`config.mk`:
```
export PLATFORM = sky130hd
export DESIGN_NAME = bstt_ctrl
export DESIGN_NICKNAME = d
export VERILOG_FILES = /design/src/hdl/bstt_pkg.sv /design/src/hdl/bstt_ctrl.sv
export SDC_FILE = /design/constraint.sdc
export NUM_CORES = 1
export LEC_CHECK = 0
export BUFFER_PORTS_ARGS = -buffer_cell sky130_fd_sc_hd__buf_2
export CAP_MARGIN = 40
export CORE_AREA = 4 4 41 43
export CTS_CLUSTER_SIZE = 24
export DETAILED_ROUTE_END_ITERATION = 10
export DIE_AREA = 0 0 45 47
export GPL_ROUTABILITY_DRIVEN = 0
export PLACE_DENSITY = 0.53
export SLEW_MARGIN = 40
export SYNTH_ARGS = -nofsm -noshare
export SYNTH_HDL_FRONTEND = slang
export SYNTH_SLANG_ARGS = --single-unit
```
`constraint.sdc`:
```
create_clock -name clk -period 1.2 [get_ports clk]
set_input_delay 0.12 -clock clk [delete_from_list [all_inputs] [get_ports clk]]
set_output_delay 0.12 -clock clk [all_outputs]
set_load 0.1 [all_outputs]
```
`src/hdl/bstt_pkg.sv`:
```
package bstt_pkg;

    // Defaults for the top level parameters
    localparam int MAX_SPAN_DEF  = 64;
    localparam int MAX_DIM_DEF   = 4096;
    localparam int FRAC_BITS_DEF = 16;

    // Width of the doubled-centre sum (coef * (2p+1) + 2*offset)
    localparam int SUM_W  = 52;
    localparam int PROD_W = 50;
    localparam int SIZE_W = 13;
    localparam int CNT_W  = 7;

    // Register indices
    localparam logic [2:0] REG_COEF_A = 3'd0;
    localparam logic [2:0] REG_COEF_B = 3'd1;
    localparam logic [2:0] REG_COEF_C = 3'd2;
    localparam logic [2:0] REG_COEF_D = 3'd3;
    localparam logic [2:0] REG_COEF_E = 3'd4;
    localparam logic [2:0] REG_COEF_F = 3'd5;
    localparam logic [2:0] REG_DIMS   = 3'd6;
    localparam logic [2:0] REG_MODE   = 3'd7;

    // Tile modes
    localparam logic [1:0] MODE_CLAMP  = 2'd0;
    localparam logic [1:0] MODE_REPEAT = 2'd1;
    localparam logic [1:0] MODE_MIRROR = 2'd2;
    localparam logic [1:0] MODE_RAW    = 2'd3;

    typedef struct packed {
        logic signed [15:0] span_x;
        logic signed [15:0] span_y;
        logic [6:0]         span_count;
    } span_req_t;

    typedef struct packed {
        logic [11:0] texel_col;
        logic [11:0] texel_row;
        logic        in_range;
        logic        last;
    } texel_res_t;

    typedef enum logic [2:0] {
        S_IDLE,
        S_MUL,
        S_SUM,
        S_DIV_INIT,
        S_DIV,
        S_EMIT
    } bstt_state_t;

    typedef struct packed {
        logic load;
        logic mul;
        logic sum;
        logic div_start;
        logic div_step;
        logic emit;
    } bstt_cmd_t;

    typedef struct packed {
        logic empty;
        logic need_div;
        logic div_done;
        logic last_pixel;
        logic out_free;
    } bstt_stat_t;

endpackage

```
`src/hdl/bstt_ctrl.sv`:
```
module bstt_ctrl
    import bstt_pkg::*;
(
    input  logic       clk,
    input  logic       rst_n,
    input  logic       in_valid,
    output logic       in_ready,
    input  bstt_stat_t stat,
    output bstt_cmd_t  cmd
);

    bstt_state_t state_reg;
    bstt_state_t state_next;

    always_ff @(posedge clk or negedge rst_n)
    begin
        if (!rst_n)
        begin
            state_reg <= S_IDLE;
        end
        else
        begin
            state_reg <= state_next;
        end
    end

    always_comb
    begin
        state_next = state_reg;
        case (state_reg)
            S_IDLE:
            begin
                if (in_valid)
                begin
                    state_next = S_MUL;
                end
            end
            S_MUL:
            begin
                state_next = S_SUM;
            end
            S_SUM:
            begin
                if (stat.empty)
                begin
                    state_next = S_IDLE;
                end
                else if (stat.need_div)
                begin
                    state_next = S_DIV_INIT;
                end
                else
                begin
                    state_next = S_EMIT;
                end
            end
            S_DIV_INIT:
            begin
                state_next = S_DIV;
            end
            S_DIV:
            begin
                if (stat.div_done)
                begin
                    state_next = S_EMIT;
                end
            end
            S_EMIT:
            begin
                if (stat.out_free)
                begin
                    if (stat.last_pixel)
                    begin
                        state_next = S_IDLE;
                    end
                    else if (stat.need_div)
                    begin
                        state_next = S_DIV_INIT;
                    end
                end
            end
            default:
            begin
                state_next = S_IDLE;
            end
        endcase
    end

    always_comb
    begin
        cmd      = '0;
        in_ready = 1'b0;
        case (state_reg)
            S_IDLE:
            begin
                in_ready = 1'b1;
                cmd.load = in_valid;
            end
            S_MUL:      cmd.mul = 1'b1;
            S_SUM:      cmd.sum = 1'b1;
            S_DIV_INIT: cmd.div_start = 1'b1;
            S_DIV:      cmd.div_step = 1'b1;
            S_EMIT:     cmd.emit = stat.out_free;
            default:    cmd = '0;
        endcase
    end

endmodule

```
==> results.py, run 1 <==
metrics = {
    "run_status": {
        "outcome": "complete, but fails checks",
        "violations": "setup timing",
    },
    "synth": {
        "yosysSeqAreaShare_pct": 30.15,
        "yosysUniqueCellTypes": 21,
        "ys_ff_latch": 3,
        "syn_nets": 36,
        "synthCells": 28,
        "syn-cell-area_um2": 249.0,
        "syn_area_per_cell_um2": 8.892,
        "synth_warnings": 0,
    },
    "worst_setup_path": {
        "worstSetupEndpointType": "output port",
        "worstPathRequired_ps": 1080,
        "worstPathMaxFanout": 5,
        "crit_type": "reg -> out",
        "cp_data_arrival_time_ps": 1280,
        "start_kind": "flop",
        "r2r_slack_ps": -20,
    },
    "global_route": {
        "grtUsageMet1_pct": 8.884,
        "first_global_vias": 367,
        "track_usage_pct": 10.20,
        "grt-ovfl-total": 0,
        "grt_max_degree": 6,
        "use_met2_pct": 17.51,
        "grt_util_met3_pct": 1.916,
        "grt_busiest_layer": "met2",
        "antenna_found_initial": 0,
        "grt_pass1_wl_um": 1476,
    },
    "timing": {
        "slew_headroom_pct": 73.22,
        "fin_ws_ps": -204.6,
        "fin_skew_ps": 0.1290,
        "finalHoldViolCount": 0,
        "post-route-period-util_pct": 117.0,
        "setup_viol": 8,
        "rsz0062_at_grt": "true",
        "finalMaxSlewViolations": 0,
        "tightest_slew_ps": 400.9,
        "fin_crit_ps": 1405,
        "fmax_mhz": 712.0,
    },
    "clock_tree": {
        "cts_buffer_depth": 2,
        "worstSkewPairLatency_ps": 230,
        "htreeDepth": 1,
        "clk_pin_slew_ps": 30,
        "numCtsBuffers": 3,
        "cts_tree": "yes",
        "root_buffer": "clkbuf_4",
        "clkSinkCount": 3,
    },
    "flow_run": {
        "drv_cap": 0,
    },
    "die": {
        "die_h_um": 47,
        "ioPinCount": 15,
        "core_um2": 1301,
        "dieArea_um2": 2115,
        "core.rowCount": 13,
        "die-width_um": 45,
        "start_util_pct": 19.13,
    },
    "placed_design": {
        "dp_hpwl_um": 670.3,
        "io_buffers": 14,
        "pre_cts_ws_ps": 19.93,
    },
    "cells_and_area": {
        "n_antenna_cell": 0,
        "final_util_pct": 47.98,
        "syn2layout_area_growth_pct": 150.8,
        "regArea_um2": 77.57,
        "final_layout_size_suffix_gt1_share_pct": 70.69,
        "largest_reg_flops": 3,
        "nets": 67,
        "multi_input_area_um2": 202.7,
        "nFillCells": 131,
    },
    "drt": {
        "wl_um": 866,
        "routedWlPerCell_um": 11.86,
        "num_vias": 325,
        "viasPerCell": 4.452,
        "final_antenna_net_count": 0,
        "drt_iter0_drc": 10,
        "route.detailed.drc": 0,
        "dr.pass1.iters": 5,
    },
    "hold_path": {
        "hp-class": "in -> async",
    },
}
[layer usage]
layer | wire length (um) | vias up
met2 | 521 | 12
li1 | - | 164
met4 | 20 | 0
met3 | 39 | 2
met1 | 285 | 147
met5 | 0 | -
[worst max-delay path, cell delays in order, from the launching register on]
cell	delay [ps]
dfrtp_2	430
and2b_2	250
and3_4	210
buf_12	170
[what timing repair did]
action                                  CTS  global route
hold endpoints to repair                  3             0
pin swaps                                 1             0
setup buffers                             2             0
hold buffers                              1             0
endpoints found under the setup margin    7             9
resized for setup                         4             3
[synthesized netlist by cell type, drive strengths merged]
cell     count  area share (%)
dfrtp        3              30
buf          1             3.0
nor3b        1             7.5
and3         1             2.5
nor2         2             3.0
o22a         1             3.5
nand3b       1             3.0
nand3        1             2.0
nand2        1             1.5
nand2b       1             2.5
nor2b        3             7.5
a32oi        1             3.5
and2         2             5.0
nor3         1             2.0
a2111oi      1             6.0
and2b        1             3.0
o21a         1             3.0
inv          1             1.5
a311oi       1             3.5
o21ai        3             6.0
[cell type report]
class,instances,share of cell area (%)
timing repair buffer,27,47.29
multi-input combinational,23,32.46
sequential,3,12.42
clock buffer,4,4.208
tap,15,3.006
inverter,1,0.6012
[worst paths after layout]
check | start | endpoint | cells past startpoint
setup / recovery | state_reg[1]$_DFFE_PN0P_ | cmd[0] | 3
hold / removal | rst_n | state_reg[2]$_DFFE_PN0P_ | 2
setup reg to reg | state_reg[1]$_DFFE_PN0P_ | state_reg[0]$_DFFE_PN0P_ | 3
hold reg to reg | state_reg[1]$_DFFE_PN0P_ | state_reg[0]$_DFFE_PN0P_ | 3
max in group asynchronous | rst_n | state_reg[1]$_DFFE_PN0P_ | 2
min in group clk | stat[1] | state_reg[0]$_DFFE_PN0P_ | 3
[cells in the final DEF (no fill, tap or decap), drive strengths merged]
cell | netlist | layout
buf | 1 | 26
and2b | 1 | 1
nand3b | 1 | 1
o22a | 1 | 1
nor3 | 1 | 1
a32oi | 1 | 1
a311oi | 1 | 1
nand3 | 1 | 1
and2 | 2 | 2
nor2b | 3 | 3
dlygate4sd3 | 0 | 1
dfrtp | 3 | 3
clkbuf | 0 | 4
a2111oi | 1 | 1
o21a | 1 | 1
nor3b | 1 | 1
and3 | 1 | 1
nor2 | 2 | 2
inv | 1 | 1
nand2 | 1 | 1
nand2b | 1 | 1
o21ai | 3 | 3
[per-stage QoR]
stage / instances / instance area [um^2] / TNS, ps / hold WS (ps)
2_1_floorplan: 28 / 281.5 / -2849 / -175.6
3_3_place_gp: 66 / 551.8 / 0 / -82.72
3_5_place_dp: 66 / 551.8 / 0 / -78.34
4_1_cts: 73 / 618.1 / -1330 / 204.5
5_1_grt: 73 / 624.3 / -1804 / 226.8
6_report: 73 / 624.3 / -1213 / 211.6
[logic make-up after synthesis]
| group | synth area share, % |
|---|---|
| compound gates | 25.63 |
| simple gates | 39.70 |
| flops | 30.15 |
| buf+inv | 4.522 |
Power of run 1 is not shown: default switching activity piles up to over one toggle a cycle in this logic, so the estimate is an artifact.
==> run 2: changes to the inputs <==
==> config.mk (replaced) <==
export PLATFORM = sky130hd
export DESIGN_NAME = bstt_ctrl
export DESIGN_NICKNAME = d
export VERILOG_FILES = /design/src/hdl/bstt_pkg.sv /design/src/hdl/bstt_ctrl.sv
export SDC_FILE = /design/constraint.sdc
export NUM_CORES = 1
export LEC_CHECK = 0
export ABC_AREA = 1
export BUFFER_PORTS_ARGS = -buffer_cell sky130_fd_sc_hd__buf_2
export CAP_MARGIN = 40
export CELL_PAD_IN_SITES_DETAIL_PLACEMENT = 0
export CELL_PAD_IN_SITES_GLOBAL_PLACEMENT = 2
export CORE_MARGIN = 4
export CORE_UTILIZATION = 19
export CTS_CLUSTER_SIZE = 24
export DETAILED_ROUTE_END_ITERATION = 10
export GPL_ROUTABILITY_DRIVEN = 0
export PLACE_DENSITY = 0.83
export SYNTH_ARGS = -nofsm -noshare
export SYNTH_HDL_FRONTEND = slang
export SYNTH_SLANG_ARGS = --single-unit
==> run 2 against run 1 <==
Maximum frequency up 2.9%. Global-route usage fell by 0.55 points. Worst hold slack got worse by 7.9 ps. Final cell count rose by 41%. Via count increased by 40%. Count of clock-buffer cells in the layout unchanged. Final area increased by 19%. Worst setup slack better by 40 ps. The flow still finishes with violations (setup timing). Register-to-register slack got worse by 80 ps. Routed wire length up 20%.
==> results.py, run 2 <==
metrics = {
    "synth": {
        "synth_top_family_by_area": "simple AND/OR/NAND/NOR gates",
        "synth.most_common_cell": "nor2_1",
        "ys_ff_latch": 3,
        "yosysUniqueCellTypes": 13,
        "synth_common_cells": "14 x nor2_1, 12 x inv_1, 9 x nand2_1",
        "synth_warnings": 0,
        "synth_area_leaders": "dfrtp_1 23%, nor2_1 16%, inv_1 14%, nand3_1 11%, nand2_1 10%",
        "synth_xor_area_share_pct": 0,
        "syn_nets": 67,
        "yosysSeqAreaShare_pct": 23.08,
        "synth_edf_count": 0,
        "synth_compound_area_share_pct": 6.154,
        "synth-simple-area-share_pct": 52.31,
        "syn-cell-area_um2": 325.3,
        "synthCells": 59,
        "synth_top_flop_cell": "dfrtp_1",
        "ys_async_sr_fraction_pct": 100.0,
        "syn_area_per_cell_um2": 5.514,
        "synthMuxAreaShare_pct": 0,
        "synth_top_area_share_pct": 23.08,
        "synth_largest_area_cell": "dfrtp_1",
        "synthAdderAreaFrac_pct": 0,
    },
    "clock_tree": {
        "numCtsBuffers": 3,
        "worstSkewPairLatency_ps": 240,
        "htreeDepth": 1,
        "root_buffer": "clkbuf_4",
        "clk_pin_slew_ps": 40,
        "cts_buffer_depth": 2,
        "cts_tree": "yes",
        "clkSinkCount": 3,
    },
    "cells_and_area": {
        "fin_area_um2": 742.0,
        "n_antenna_cell": 0,
        "layout_commonest_cell": "nand2_1",
        "syn2layout_area_growth_pct": 128.1,
        "final_layout_size_suffix_gt1_share_pct": 60.92,
        "nets": 96,
        "largest_reg_flops": 3,
    },
    "worst_setup_path": {
        "worst_path_max_delay_cell": "dfrtp_2",
        "worstSetupEndpointType": "output port",
        "crit_end": "cmd[5]",
        "cpLargestDelayFamily": "flip-flops",
        "r2r_slack_ps": -100,
        "path_cells": "nor2_4 -> nand2_4 -> nor2_4 -> buf_12",
        "crit_type": "reg -> out",
        "worstPathMaxFanout": 6,
        "cp.depth": 4,
        "r2r_start": "state_reg[0]$_DFFE_PN0P_",
        "crit_path_start": "state_reg[0]$_DFFE_PN0P_",
        "start_kind": "flop",
        "worstPathRequired_ps": 1080,
        "cp_data_arrival_time_ps": 1240,
        "cp_num_buf_inv": 1,
        "worst_r2r_path_depth": 8,
        "r2r-end": "state_reg[0]$_DFFE_PN0P_",
        "crit_top_cell": "nor2_4",
        "critPathMaxStageDelay_ps": 460,
    },
    "global_route": {
        "grt-ovfl-total": 0,
        "track_usage_pct": 9.651,
        "grt_pass1_wl_um": 1780,
        "first_global_vias": 438,
        "antenna_found_initial": 0,
        "grt_max_degree": 8,
    },
    "placed_design": {
        "pre_cts_ws_ps": -26.14,
        "dp_hpwl_um": 719.5,
        "io_buffers": 14,
        "dpl_cell_area_um2": 561.8,
    },
    "timing": {
        "rsz0062_at_grt": "true",
        "fin_skew_ps": 4.166,
        "setup_viol": 10,
        "finalMaxSlewViolations": 0,
        "fin_crit_ps": 1365,
        "tightest_slew_ps": 221.2,
        "post-route-period-util_pct": 113.7,
        "fin_ws_ps": -164.8,
        "finalHoldViolCount": 0,
        "fmax_mhz": 732.7,
        "whs_ps": 203.7,
        "slew_headroom_pct": 85.26,
    },
    "drt": {
        "wl_um": 1043,
        "drt_iter0_drc": 16,
        "routedWlPerCell_um": 10.13,
        "route.detailed.drc": 0,
        "viasPerCell": 4.427,
        "final_antenna_net_count": 0,
        "num_vias": 456,
        "dr.pass1.iters": 4,
    },
    "hold_path": {
        "hp-class": "in -> async",
    },
    "die": {
        "core.rowCount": 14,
        "core_um2": 1559,
        "die_h_um": 49.38,
        "die-width_um": 49.38,
        "dieArea_um2": 2438,
        "ioPinCount": 15,
        "start_util_pct": 20.87,
    },
    "run_status": {
        "outcome": "complete, but fails checks",
        "violations": "setup timing",
    },
    "flow_run": {
        "drv_cap": 0,
    },
}
==> run 2: worst register-to-register path, delay by kind of cell, from the launching register on <==
| family | cells | cell delay, ps |
|---|---|---|
| DFF | 1 | 460 |
| buffers and inverters | 2 | 240 |
| and+or+nand+nor | 6 | 480 |
==> run 2: worst min path at each step <==
stage / startpoint / end / slack (ps) / cells after the start
CTS: rst_n / state_reg[0]$_DFFE_PN0P_ / 190 / 2
detailed placement: rst_n / state_reg[2]$_DFFE_PN0P_ / -80 / 1
floorplan: rst_n / state_reg[0]$_DFFE_PN0P_ / -180 / 0
finish: rst_n / state_reg[0]$_DFFE_PN0P_ / 200 / 2
global placement: rst_n / state_reg[1]$_DFFE_PN0P_ / -80 / 1
global route: rst_n / state_reg[0]$_DFFE_PN0P_ / 210 / 2
==> run 2: per-layer routing <==
layer	GRT usage (%)	vias up	routed length (um)
met5	0	-	0
met4	5.530	0	14
met3	3.364	2	75
met2	15.18	16	522
met1	11.28	206	430
li1	-	232	-
==> run 2: per-stage QoR <==
stage / instances / setup TNS [ps] / utilization, %
floorplan: 59 / -1908 / -
CTS: 103 / -1140 / 45.35
global route: 103 / -1762 / 47.59
global placement: 89 / -284.8 / 36.04
finish: 103 / -1099 / 47.59
detailed placement: 89 / -66.24 / 36.04
==> run 2: cell families after synthesis <==
logic type | Yosys count
AOI/OAI and AO/OA | 4
buffers and inverters | 15
DFF | 3
and+or+nand+nor | 37
==> run 2: final cells by class <==
| cell class | instances | area, um^2 |
|---|---|---|
| clock buffers | 4 | 26.28 |
| multi-input cells | 41 | 281.5 |
| inverters | 14 | 63.81 |
| repair buffers | 25 | 271.5 |
| flip-flops and latches | 3 | 78.83 |
| well taps | 16 | 20.02 |
| fillers | 151 | 817.0 |
==> run 2: timing repair <==
| item | CTS | global route |
|---|---|---|
| pin swaps | 6 | 4 |
| hold buffers | 1 | 0 |
| gates cloned | 0 | 0 |
| setup buffers | 9 | 0 |
| resized for setup | 12 | 9 |
| hold endpoints to repair | 3 | 0 |
| setup endpoints to repair | 10 | 10 |
Power of run 2 is left out for the same reason.
